File: src/design/mksp_pkg.sv
// Shared types and constants of the multi-key short/long press scanner.
package mksp_pkg;

    localparam int KEY_LEVEL_BITS = 4;
    localparam int NOW_BITS       = 32;
    localparam int WINDOW_BITS    = 16;
    localparam int CODE_BITS      = 8;
    localparam int IN_TDATA_BITS  = 40;
    localparam int OUT_TDATA_BITS = 8;
    localparam int CFG_IDX_BITS   = 1;

    localparam logic [CFG_IDX_BITS-1:0] CFG_CONFIRM = 1'b0;
    localparam logic [CFG_IDX_BITS-1:0] CFG_LONG    = 1'b1;

    localparam logic [WINDOW_BITS-1:0] CONFIRM_RESET = 16'd10;
    localparam logic [WINDOW_BITS-1:0] LONG_RESET    = 16'd1000;

    localparam logic [CODE_BITS-1:0] NO_CODE         = 8'h00;
    localparam logic [CODE_BITS-1:0] SHORT_CODE_BASE = 8'h01;
    localparam logic [CODE_BITS-1:0] LONG_CODE_BASE  = 8'h81;

    // What one key would report on the current item if it is allowed to advance.
    typedef struct packed {
        logic short_rel;
        logic long_rel;
    } t_lane_rep;

endpackage

File: src/design/mksp_lane.sv
// One key lane: press phase machine, press start time and elapsed-time compares.
module mksp_lane #(
    parameter int TIME_BITS = 32
) (
    input  logic                               i_clk,
    input  logic                               i_rst_n,
    input  logic                               i_down,
    input  logic [TIME_BITS-1:0]               i_now,
    input  logic                               i_commit,
    input  logic [mksp_pkg::WINDOW_BITS-1:0]   i_confirm_ms,
    input  logic [mksp_pkg::WINDOW_BITS-1:0]   i_long_ms,
    output mksp_pkg::t_lane_rep                o_rep
);

    typedef enum logic [1:0] {
        PH_RELEASED = 2'd0,
        PH_CONFIRM  = 2'd1,
        PH_SHORT    = 2'd2,
        PH_LONG     = 2'd3
    } t_phase;

    t_phase               r_phase;
    t_phase               n_phase;
    logic [TIME_BITS-1:0] r_start;
    logic [TIME_BITS-1:0] w_elapsed;
    logic                 w_over_confirm;
    logic                 w_over_long;

    // Elapsed time wraps modulo the width of the time base.
    assign w_elapsed      = i_now - r_start;
    assign w_over_confirm = w_elapsed > TIME_BITS'(i_confirm_ms);
    assign w_over_long    = w_elapsed > TIME_BITS'(i_long_ms);

    always_comb begin
        n_phase         = r_phase;
        o_rep.short_rel = 1'b0;
        o_rep.long_rel  = 1'b0;
        unique case (r_phase)
            PH_RELEASED: begin
                if (i_down) n_phase = PH_CONFIRM;
            end
            PH_CONFIRM: begin
                if (!i_down) n_phase = PH_RELEASED;
                else if (w_over_confirm) n_phase = PH_SHORT;
            end
            PH_SHORT: begin
                if (!i_down) begin
                    n_phase         = PH_RELEASED;
                    o_rep.short_rel = 1'b1;
                end else if (w_over_long) begin
                    n_phase = PH_LONG;
                end
            end
            PH_LONG: begin
                if (!i_down) begin
                    n_phase        = PH_RELEASED;
                    o_rep.long_rel = 1'b1;
                end
            end
            default: n_phase = PH_RELEASED;
        endcase
    end

    always_ff @(posedge i_clk) begin
        if (!i_rst_n) begin
            r_phase <= PH_RELEASED;
        end else if (i_commit) begin
            r_phase <= n_phase;
        end
    end

    // The start time is only read outside the released phase, after it was stored.
    always_ff @(posedge i_clk) begin
        if (i_commit && r_phase == PH_RELEASED && i_down) begin
            r_start <= i_now;
        end
    end

    a_hold_when_blocked: assert property (@(posedge i_clk) disable iff (!i_rst_n)
        !i_commit |=> $stable(r_phase))
        else $error("key phase moved on an item it was not allowed to see");

    a_report_releases: assert property (@(posedge i_clk) disable iff (!i_rst_n)
        i_commit && (o_rep.short_rel || o_rep.long_rel) |=> r_phase == PH_RELEASED)
        else $error("reporting key did not return to released");

endmodule

File: src/design/mksp_merge.sv
// Priority merge of the lane reports: first reporting key wins and blocks later keys.
module mksp_merge #(
    parameter int KEYS = 4
) (
    input  logic                              i_clk,
    input  logic                              i_rst_n,
    input  logic                              i_accept,
    input  mksp_pkg::t_lane_rep [KEYS-1:0]    i_rep,
    output logic [KEYS-1:0]                   o_commit,
    output logic [mksp_pkg::CODE_BITS-1:0]    o_code
);

    localparam int CB = mksp_pkg::CODE_BITS;

    logic            found;
    logic [KEYS-1:0] w_reporting;

    always_comb begin
        found    = 1'b0;
        o_code   = mksp_pkg::NO_CODE;
        o_commit = '0;
        for (int k = 0; k < KEYS; k++) begin
            w_reporting[k] = i_rep[k].short_rel | i_rep[k].long_rel;
            o_commit[k]    = i_accept & ~found;
            if (!found && i_rep[k].short_rel) begin
                o_code = mksp_pkg::SHORT_CODE_BASE + CB'(k);
                found  = 1'b1;
            end else if (!found && i_rep[k].long_rel) begin
                o_code = mksp_pkg::LONG_CODE_BASE + CB'(k);
                found  = 1'b1;
            end
        end
    end

    a_one_reporter: assert property (@(posedge i_clk) disable iff (!i_rst_n)
        $onehot0(w_reporting & o_commit))
        else $error("more than one key reported on one item");

    a_all_advance: assert property (@(posedge i_clk) disable iff (!i_rst_n)
        i_accept && o_code == mksp_pkg::NO_CODE |-> &o_commit)
        else $error("a key was held back on an item without a report");

endmodule

File: src/design/multi_key_short_long_press_scanner_top.sv
// Top level of the multi-key short/long press scanner: lanes, merge and output buffer.
//
// Usage:
//   Input channel (s_axis): one item per scan, tdata[3:0] = key levels (0 is pressed),
//   tdata[35:4] = current time in ms. Output channel (m_axis): one item per scan,
//   tdata[7:0] = key code (0 none, key+1 short press, key+0x81 long press).
//   Configuration: i_cfg_we writes i_cfg_wdata to register i_cfg_idx (0 confirm
//   window, 1 long window); the user must write only while the block is idle.
//   The block does not enforce this. Throughput: one item per cycle while s_axis
//   tready is high; every key lane compares in the same cycle, a priority merge
//   picks the lowest reporting key, and lanes above that key hold for that item.
//   The output register is backed by a one-item skid register, so one more item
//   is accepted while a result waits; s_axis tready drops only when both are full.
//   Reset: all keys released, windows back to 10 ms and 1000 ms, both output
//   stages empty.
module multi_key_short_long_press_scanner_top #(
    parameter int KEYS      = 4,
    parameter int TIME_BITS = 32
) (
    input  logic                                  i_clk,
    input  logic                                  i_rst_n,
    input  logic                                  i_s_axis_tvalid,
    output logic                                  o_s_axis_tready,
    // [3:0] key_levels, [35:4] now_ms, [39:36] zero
    input  logic [mksp_pkg::IN_TDATA_BITS-1:0]    i_s_axis_tdata,
    output logic                                  o_m_axis_tvalid,
    input  logic                                  i_m_axis_tready,
    // [7:0] key_code
    output logic [mksp_pkg::OUT_TDATA_BITS-1:0]   o_m_axis_tdata,
    input  logic                                  i_cfg_we,
    input  logic [mksp_pkg::CFG_IDX_BITS-1:0]     i_cfg_idx,
    input  logic [mksp_pkg::WINDOW_BITS-1:0]      i_cfg_wdata
);

    localparam int KLB = mksp_pkg::KEY_LEVEL_BITS;
    localparam int NB  = mksp_pkg::NOW_BITS;

    logic [mksp_pkg::WINDOW_BITS-1:0]   r_confirm_ms;
    logic [mksp_pkg::WINDOW_BITS-1:0]   r_long_ms;
    logic [KLB-1:0]                     w_levels;
    logic [NB-1:0]                      w_now_in;
    logic [TIME_BITS-1:0]               w_now;
    logic [KEYS-1:0]                    w_down;
    logic [KEYS-1:0]                    w_commit;
    mksp_pkg::t_lane_rep [KEYS-1:0]     w_rep;
    logic [mksp_pkg::CODE_BITS-1:0]     w_code;
    logic                               w_accept;
    logic                               w_take;

    logic                               r_out_valid;
    logic                               n_out_valid;
    logic [mksp_pkg::CODE_BITS-1:0]     r_out;
    logic [mksp_pkg::CODE_BITS-1:0]     n_out;
    logic                               r_skid_valid;
    logic                               n_skid_valid;
    logic [mksp_pkg::CODE_BITS-1:0]     r_skid;
    logic [mksp_pkg::CODE_BITS-1:0]     n_skid;

    assign w_levels = i_s_axis_tdata[KLB-1:0];
    assign w_now_in = i_s_axis_tdata[KLB+NB-1:KLB];
    assign w_now    = TIME_BITS'(w_now_in);

    assign o_s_axis_tready = ~r_skid_valid;
    assign w_accept        = i_s_axis_tvalid & o_s_axis_tready;
    assign w_take          = r_out_valid & i_m_axis_tready;
    assign o_m_axis_tvalid = r_out_valid;
    assign o_m_axis_tdata  = r_out;

    always_ff @(posedge i_clk) begin
        if (!i_rst_n) begin
            r_confirm_ms <= mksp_pkg::CONFIRM_RESET;
            r_long_ms    <= mksp_pkg::LONG_RESET;
        end else if (i_cfg_we) begin
            unique case (i_cfg_idx)
                mksp_pkg::CFG_CONFIRM: r_confirm_ms <= i_cfg_wdata;
                mksp_pkg::CFG_LONG:    r_long_ms    <= i_cfg_wdata;
                default: ;
            endcase
        end
    end

    // Keys beyond the width of the level field always count as pressed.
    for (genvar k = 0; k < KEYS; k++) begin : g_lane
        if (k < KLB) begin : g_pin
            assign w_down[k] = ~w_levels[k];
        end else begin : g_nopin
            assign w_down[k] = 1'b1;
        end

        mksp_lane #(
            .TIME_BITS (TIME_BITS)
        ) u_lane (
            .i_clk        (i_clk),
            .i_rst_n      (i_rst_n),
            .i_down       (w_down[k]),
            .i_now        (w_now),
            .i_commit     (w_commit[k]),
            .i_confirm_ms (r_confirm_ms),
            .i_long_ms    (r_long_ms),
            .o_rep        (w_rep[k])
        );
    end

    mksp_merge #(
        .KEYS (KEYS)
    ) u_merge (
        .i_clk    (i_clk),
        .i_rst_n  (i_rst_n),
        .i_accept (w_accept),
        .i_rep    (w_rep),
        .o_commit (w_commit),
        .o_code   (w_code)
    );

    // Output register with a skid register behind it; the skid item always drains first.
    always_comb begin
        n_out_valid  = r_out_valid;
        n_out        = r_out;
        n_skid_valid = r_skid_valid;
        n_skid       = r_skid;
        if (!r_out_valid || w_take) begin
            if (r_skid_valid) begin
                n_out_valid  = 1'b1;
                n_out        = r_skid;
                n_skid_valid = w_accept;
                n_skid       = w_code;
            end else begin
                n_out_valid = w_accept;
                n_out       = w_code;
            end
        end else if (w_accept) begin
            n_skid_valid = 1'b1;
            n_skid       = w_code;
        end
    end

    always_ff @(posedge i_clk) begin
        if (!i_rst_n) begin
            r_out_valid  <= 1'b0;
            r_skid_valid <= 1'b0;
        end else begin
            r_out_valid  <= n_out_valid;
            r_skid_valid <= n_skid_valid;
        end
    end

    always_ff @(posedge i_clk) begin
        r_out  <= n_out;
        r_skid <= n_skid;
    end

    a_skid_behind_out: assert property (@(posedge i_clk) disable iff (!i_rst_n)
        r_skid_valid |-> r_out_valid)
        else $error("skid register holds an item while the output register is empty");

    a_accept_lands: assert property (@(posedge i_clk) disable iff (!i_rst_n)
        w_accept && !r_out_valid |=> r_out_valid && !r_skid_valid)
        else $error("accepted item did not reach the output register");

endmodule
File: config.mk
export PLATFORM = sky130hd
export DESIGN_NAME = multi_key_short_long_press_scanner_top
export DESIGN_NICKNAME = d
export VERILOG_FILES = /design/src/design/mksp_pkg.sv /design/src/design/mksp_lane.sv /design/src/design/mksp_merge.sv /design/src/design/multi_key_short_long_press_scanner_top.sv
export SDC_FILE = /design/constraint.sdc
export NUM_CORES = 1
export LEC_CHECK = 0
export ABC_AREA = 1
export BUFFER_PORTS_ARGS = -buffer_cell sky130_fd_sc_hd__buf_2
export CAP_MARGIN = 20
export CORE_ASPECT_RATIO = 1.25
export CORE_MARGIN = 2
export CORE_UTILIZATION = 34
export CTS_BUF_LIST = sky130_fd_sc_hd__clkbuf_8 sky130_fd_sc_hd__clkbuf_16
export DETAILED_ROUTE_END_ITERATION = 12
export GPL_TIMING_DRIVEN = 0
export PLACE_DENSITY_LB_ADDON = 0.1
export SETUP_SLACK_MARGIN = 0.4
export SLEW_MARGIN = 20
export SYNTH_ARGS = -nofsm -noshare
export SYNTH_HDL_FRONTEND = slang
export SYNTH_SLANG_ARGS = --single-unit
File: constraint.sdc
create_clock -name i_clk -period 5.9 [get_ports i_clk]
set_clock_uncertainty 0.05 [all_clocks]
set_input_delay 1.77 -clock i_clk [delete_from_list [all_inputs] [get_ports i_clk]]
set_output_delay 1.77 -clock i_clk [all_outputs]
set_load 0.03 [all_outputs]
==> reports/results.tsv, run 1 <==
stage	metric	value	unit
detailed_routing	dr.pass1.iters	5	
detailed_routing	met1_length	28.6	mm
detailed_routing	vias	17700	
pwr	power	4.50	mW
detailed_routing	final_antenna_net_count	0	
detailed_routing	drt_iter0_drc	1223	
detailed_routing	wl_per_cell	16.5	µm
clock_tree	clk_latency	0.48	ns
pwr	switchingPower	1.85	mW
layout	syn2layout_area_growth	11.1	%
logic_synthesis	synth_cell_types	42	
clock_tree	hold_buffers	0	
logic_synthesis	synth_seq_cells	178	
critical_path	crit_chain	buf_2 > clkinvlp_4 > ha_1 > fa_1 > inv_1 > nand3_1 > nand3b_1 > xor2_1 > ha_1 > nand4_1 > nor3_1 > nand3_1 > nand2_1 > nand2_1 > a21oi_2 > nand2_1 > nor2_1 > nand3_2 > a21oi_1 > nor2_1	
clock_tree	cts_root_buf	clkbuf_16	
critical_path	crit_path_start	i_s_axis_tdata[4]	
critical_path	cp.arrival	5.65	ns
critical_path	worstSetupPathType	input pin to flop	
logic_synthesis	synth-edff-count	136	
place	dp_hpwl	52.9	mm
layout	stdcell_count	3749	
layout	regArea	0.00492	mm²
timing	max_freq	188	MHz
layout	nets	3319	
die	core_area	0.0548	mm²
clock_tree	cts_tree	done	
pwr	p_clk_share	26.0	%
logic_synthesis	async_flop_share	0	%
timing	rsz0062_at_grt	true	
timing	hold_viol	0	
critical_path	crit_path_max_incr_delay	0.45	ns
grt	antenna_found_initial	0	
run	drv_cap	0	
logic_synthesis	synthFlopType	edfxtp_1	
critical_path	path_max_fanout	5	
grt	grt_usage	21.8	%
die	start_util	34.3	%
detailed_routing	post_drt_via_cell_ratio	4.73	
min_path	hold_start	g_lane[3].u_lane.r_phase[0]$_SDFFE_PN0P_	
min_path	hp-class	flop to flop	
pwr	ir_drop	0.000205	V
pwr	powerDensity	216	mW/mm²
grt	grt_max_degree	18	
layout	drive_gt1_share	6.20	%
layout	nFillCells	5949	
logic_synthesis	avgSynthCellArea	6.48	µm²
logic_synthesis	seq_area_frac_synth	26.2	%
clock_tree	path_clk_slew	0.08	ns
die	num_rows	96	
layout	final_common_cell	nand2_1	
grt	grt_pass1_vias	16700	
timing	worstMarginPinSlew	0.645	ns
pwr	p_leak	11.5	nW
logic_synthesis	yosys_warnings	0	
layout	multi_input_area	0.0117	mm²
grt	grt_pass1_wl	95.2	mm
pwr	p_int	2.65	mW
critical_path	cp-end-kind	flop	
clock_tree	clock-sinks	178	
critical_path	r2r_start	g_lane[2].u_lane.r_start[12]$_DFFE_PP_	
place	port_buffers	63	
pwr	seqPwrFrac	32.5	%
grt	grt-ovfl-total	0	
logic_synthesis	synthesis.area	0.0188	mm²
detailed_routing	wirelength	61.9	mm
detailed_routing	wl_met3	2.18	mm
detailed_routing	top_layer	met4	
die	die_area	0.0571	mm²
timing	maxSlewViolCount	0	
timing	setup_viol	0	
outcome	outcome	finished clean	
die	fp.dieH	267	µm
layout	antennaDiodeCount	0	
timing	post-route-min-period	5.32	ns
die	num_io_pins	72	
layout	final_cell_mix	971 x nand2_1, 593 x inv_1, 252 x ha_1, 241 x nor2_1, 178 x a21oi_1	
critical_path	crit_path_start_kind	input pin	
pwr	combPwrFrac	41.5	%
clock_tree	htreeDepth	4	
timing	fin_crit_sh	90.1	%
clock_tree	clockBufferDepth	2	
place	dp.cells	3715	
detailed_routing	route.detailed.drc	0	
detailed_routing	dr_wl_met2	29.2	mm
logic_synthesis	synthCells	2899	
place	gp_congestion	0.924	
critical_path	slowest_stage	fa_1	
critical_path	cp.required	6.23	ns
critical_path	cp_common_cell	nand2_1	
pwr	sw_frac_of_total	41.1	%
timing	slew-limit-headroom	56.8	%
die	die_x	214	µm
clock_tree	numCtsBuffers	17	
[routing by layer]
metal,GRT usage (%),vias up
met4,7.85,0
met2,38.1,397
li1,-,9355
met1,27.9,7927
met5,0,-
met3,2.02,68
[path summary, 6_finish.rpt]
check,end,slack [ns],cells past startpoint
min reg2reg,g_lane[3].u_lane.r_phase[0]$_SDFFE_PN0P_,0.48,2
min,g_lane[3].u_lane.r_phase[0]$_SDFFE_PN0P_,0.48,2
max,g_lane[3].u_lane.r_phase[1]$_SDFFE_PN0P_,0.58,20
max reg2reg,g_lane[2].u_lane.r_phase[0]$_SDFFE_PN0P_,1.88,22
[area by class of cell]
class	instances	share of cell area, %
Multi-Input combinational cell	2115	55.9
Sequential cell	178	23.6
Inverter	596	10.8
Tap cell	735	4.41
Timing Repair Buffer	80	2.24
Clock buffer	19	2.22
Clock inverter	13	0.468
Buffer	13	0.372
[synthesized netlist by cell type (9+ instances only)]
| cell | n | share of area, % |
|---|---|---|
| nand2_1 | 973 | 19 |
| inv_1 | 593 | 12 |
| ha_1 | 252 | 17 |
| nor2_1 | 244 | 4.9 |
| a21oi_1 | 179 | 4.8 |
| nand3_1 | 152 | 4.1 |
| edfxtp_1 | 136 | 22 |
| o21ai_0 | 61 | 1.6 |
| xor2_1 | 55 | 2.6 |
| dfxtp_1 | 42 | 4.5 |
| nor3_1 | 37 | 0.99 |
| nand4_1 | 27 | 0.90 |
| o21bai_1 | 20 | 0.80 |
| nand2_2 | 16 | 0.53 |
| nand3b_1 | 12 | 0.48 |
| nor2_2 | 11 | 0.37 |
| o211ai_1 | 9 | 0.36 |
[state kept, by name, indices dropped and copies added, names as in the netlist]
signal and flops:
r_skid_valid 1, r_long_ms 16, o_m_axis_tvalid 1, g_lane.u_lane.r_phase 8
g_lane.u_lane.r_start 128, o_m_axis_tdata 4, r_confirm_ms 16, r_skid 4
[repair_timing]
action,4_1_cts,5_1_grt
setup buffers,2,0
pin swaps,0,2
endpoints found under the setup margin,4,4
gates resized for setup,4,16
[power by group through the flow]
stage                     registers (mW)  logic, mW  clock network [mW]
after floorplan                     1.50       1.28                   0
after global placement              1.50       1.78                   0
after detailed placement            1.49       1.84                   0
after CTS                           1.46       1.86                1.21
after global routing                1.47       2.13                1.26
final                               1.46       1.87                1.17
[through the flow]
stage / instance area (µm²) / hold WS [ns] / worst slack [ns] / utilization (%) / setup TNS [ns]
after floorplan: 18800 / 0.445 / 0.982 / - / 0
after global placement: 20000 / 0.472 / -1.01 / 36.6 / -100.19
after detailed placement: 20200 / 0.475 / -0.166 / 36.8 / -0.628
after CTS: 20800 / 0.485 / 0.447 / 37.9 / 0
after global routing: 20900 / 0.516 / 0.377 / 38.1 / 0
final: 20900 / 0.482 / 0.582 / 38.1 / 0
[critical path: cells and delay by family]
kind / cells / cell delay [ns]
compound gates: 2 / 0.38
xor+xnor: 1 / 0.42
fa+ha+maj: 3 / 0.96
buf+inv: 3 / 0.60
simple gates: 11 / 1.50
[cell families (layout without fill, tap and decap cells)]
group | after synthesis | count (layout) | synth area share [%]
flip-flops | 178 | 178 | 26.2
XOR/XNOR | 62 | 62 | 2.89
buffers and inverters | 609 | 721 | 12.3
AND/OR/NAND/NOR | 1502 | 1502 | 32.9
AO/OA/AOI/OAI | 291 | 291 | 8.42
other | 1 | 4 | 0.0200
adder cells (fa/ha/maj) | 256 | 256 | 17.2
Note: power is estimated with default switching activity, not from simulation.
==> run 2, diff against run 1 <==
--- a/config.mk
+++ b/config.mk
@@ -15,6 +15,7 @@
 export DETAILED_ROUTE_END_ITERATION = 12
 export GPL_TIMING_DRIVEN = 0
 export PLACE_DENSITY_LB_ADDON = 0.1
+export RECOVER_POWER = 50
 export SETUP_SLACK_MARGIN = 0.4
 export SLEW_MARGIN = 20
 export SYNTH_ARGS = -nofsm -noshare
==> reports/results.tsv, run 2 (synthesis results as in run 1) <==
stage	metric	value	unit	change
outcome	outcome	finished clean		
layout	antennaDiodeCount	0		unchanged
grt	grt_pass1_vias	16700		unchanged
timing	hold_viol	0		unchanged
die	core_area	0.0548	mm²	unchanged
detailed_routing	drt_iter0_drc	1252		+2.4%
detailed_routing	route.detailed.drc	0		unchanged
layout	reg_top3	g_lane.u_lane.r_start: 128 flops, r_confirm_ms: 16 flops, r_long_ms: 16 flops		
timing	maxSlewViolCount	0		unchanged
critical_path	crit_path_max_incr_delay	0.53	ns	+0.08 ns
detailed_routing	dr.pass1.iters	8		+3
layout	nFillCells	5968		+0.32%
timing	max_freq	184	MHz	-2.2%
critical_path	slowest_stage	clkbuf_1		
critical_path	crit_path_start_kind	input pin		
die	die_area	0.0571	mm²	unchanged
critical_path	crit_chain	clkbuf_1 > ha_1 > nand2_1 > nor2_1 > inv_1 > nor3_2 > nand2_1 > nand2_2 > xor2_1 > ha_1 > a21oi_1 > o21ai_0 > nor2_2 > nand2_1 > nand2_1 > nand2_1 > nand2_1 > nand3_1 > nor2_1 > nand3_2 > a21oi_1 > nor2_1		
die	start_util	34.3	%	unchanged
layout	nets	3319		unchanged
die	num_rows	96		unchanged
critical_path	path_max_fanout	8		+3
grt	antenna_found_initial	0		unchanged
place	dp_hpwl	52.9	mm	unchanged
timing	hold_slack	0.483	ns	+0.000308 ns
critical_path	cp.required	6.22	ns	about the same
layout	drive_gt1_share	5.08	%	-1.1 points
layout	largest_register_ffs	128		unchanged
critical_path	cp_top_family	simple AND/OR/NAND/NOR gates		
place	gp_congestion	0.924		unchanged
clock_tree	cts_root_buf	clkbuf_16		
grt	grt_pass1_wl	95.2	mm	unchanged
layout	final_cell_mix	971 x nand2_1, 593 x inv_1, 252 x ha_1, 241 x nor2_1, 178 x a21oi_1		
timing	setup_viol	0		unchanged
critical_path	cp.arrival	5.76	ns	+0.11 ns
run	drv_cap	0		unchanged
critical_path	cp_common_cell	nand2_1		
timing	post-route-min-period	5.44	ns	+0.118 ns
detailed_routing	post_drt_via_cell_ratio	4.72		-0.29%
critical_path	r2r_slack	1.88	ns	about the same
timing	worstMarginPinSlew	0.807	ns	+0.162 ns
clock_tree	path_clk_slew	0.08	ns	about the same
pwr	powerDensity	216	mW/mm²	+0.14%
min_path	hp-class	flop to flop		
timing	rsz0062_at_grt	true		
layout	syn2layout_area_growth	10.9	%	
layout	top_register	g_lane.u_lane.r_start		
layout	final_common_cell	nand2_1		
die	num_io_pins	72		unchanged
clock_tree	clockBufferDepth	2		unchanged
clock_tree	hold_buffers	0		unchanged
clock_tree	clock-sinks	178		unchanged
clock_tree	cts_tree	done		
critical_path	worstSetupPathType	input pin to flop		
critical_path	cp-end-kind	flop		
clock_tree	htreeDepth	4		unchanged
detailed_routing	wl_per_cell	16.5	µm	+0.12%
die	fp.dieH	267	µm	unchanged
clock_tree	clk_latency	0.48	ns	about the same
detailed_routing	wirelength	62.0	mm	+0.12%
clock_tree	numCtsBuffers	17		unchanged
pwr	ir_drop	0.000206	V	+0.35%
critical_path	path_buf_inv	2		-1
place	placed_area	0.0202	mm²	unchanged
grt	grt_usage	21.8	%	unchanged
detailed_routing	final_antenna_net_count	0		unchanged
pwr	p_leak	11.4	nW	-0.81%
place	port_buffers	63		unchanged
timing	fin_crit_sh	92.1	%	+2.0 points
detailed_routing	vias	17700		-0.29%
die	die_x	214	µm	unchanged
layout	finalInstanceArea	0.0208	mm²	-0.23%
grt	grt-ovfl-total	0		unchanged
grt	grt_max_degree	18		unchanged
timing	slew-limit-headroom	46.2	%	-11 points
-- run 2: final cells by class --
class	count	area, µm²	share of cell area (%)
Buffer	13	77.6	0.373
Clock buffer	19	464	2.23
Clock inverter	13	97.6	0.469
Inverter	596	2240	10.8
Multi-Input combinational cell	2115	11700	56.0
Sequential cell	178	4920	23.7
Tap cell	735	920	4.42
Timing Repair Buffer	80	423	2.03
-- run 2: worst register-to-register path: cells and delay by family, from the launching register on --
kind / cells / cell delay, ns
AND/OR/NAND/NOR: 14 / 1.77
AO/OA/AOI/OAI: 3 / 0.47
flip-flops: 1 / 0.33
buffers and inverters: 2 / 0.17
adder cells (fa/ha/maj): 2 / 0.76
XOR/XNOR: 1 / 0.36
-- run 2: metrics by stage --
stage | TNS, ns | util [%] | setup WS [ns] | std cells | power (mW)
2_1_floorplan | 0 | - | 0.982 | 2902 | 2.78
5_1_grt | 0 | 38.0 | 0.184 | 3749 | 4.85
6_report | 0 | 38.0 | 0.464 | 3749 | 4.50
4_1_cts | 0 | 37.9 | 0.447 | 3749 | 4.54
3_5_place_dp | -0.628 | 36.8 | -0.166 | 3715 | 3.34
3_3_place_gp | -100.19 | 36.6 | -1.01 | 3700 | 3.28
-- run 2: report_power, final --
group	switching [mW]	total, mW	internal [mW]
logic	1.23	1.86	0.630
clock network	0.590	1.17	0.584
registers	0.0272	1.46	1.44
-- run 2: timing repair --
| item | 4_1_cts | 5_1_grt |
|---|---|---|
| buffers inserted | 2 | 0 |
| pin swaps | 0 | 2 |
| gates resized for setup | 4 | 16 |
| setup endpoints to repair | 4 | 4 |
| gates cloned | 0 | 0 |
-- run 2: worst paths after layout --
kind | startpoint | endpoint | cells past startpoint
min reg2reg | g_lane[3].u_lane.r_phase[0]$_SDFFE_PN0P_ | g_lane[3].u_lane.r_phase[0]$_SDFFE_PN0P_ | 2
min | g_lane[3].u_lane.r_phase[0]$_SDFFE_PN0P_ | g_lane[3].u_lane.r_phase[0]$_SDFFE_PN0P_ | 2
max reg2reg | g_lane[2].u_lane.r_start[12]$_DFFE_PP_ | g_lane[2].u_lane.r_phase[0]$_SDFFE_PN0P_ | 22
max | i_s_axis_tdata[17] | g_lane[2].u_lane.r_phase[0]$_SDFFE_PN0P_ | 22
-- run 2: metal layers --
metal	global-route usage, %	wire length (µm)	up-vias
li1	-	-	9348
met1	27.9	28700	7872
met2	38.1	29200	406
met3	2.02	2170	69
met4	7.85	1920	0
met5	0	0	-
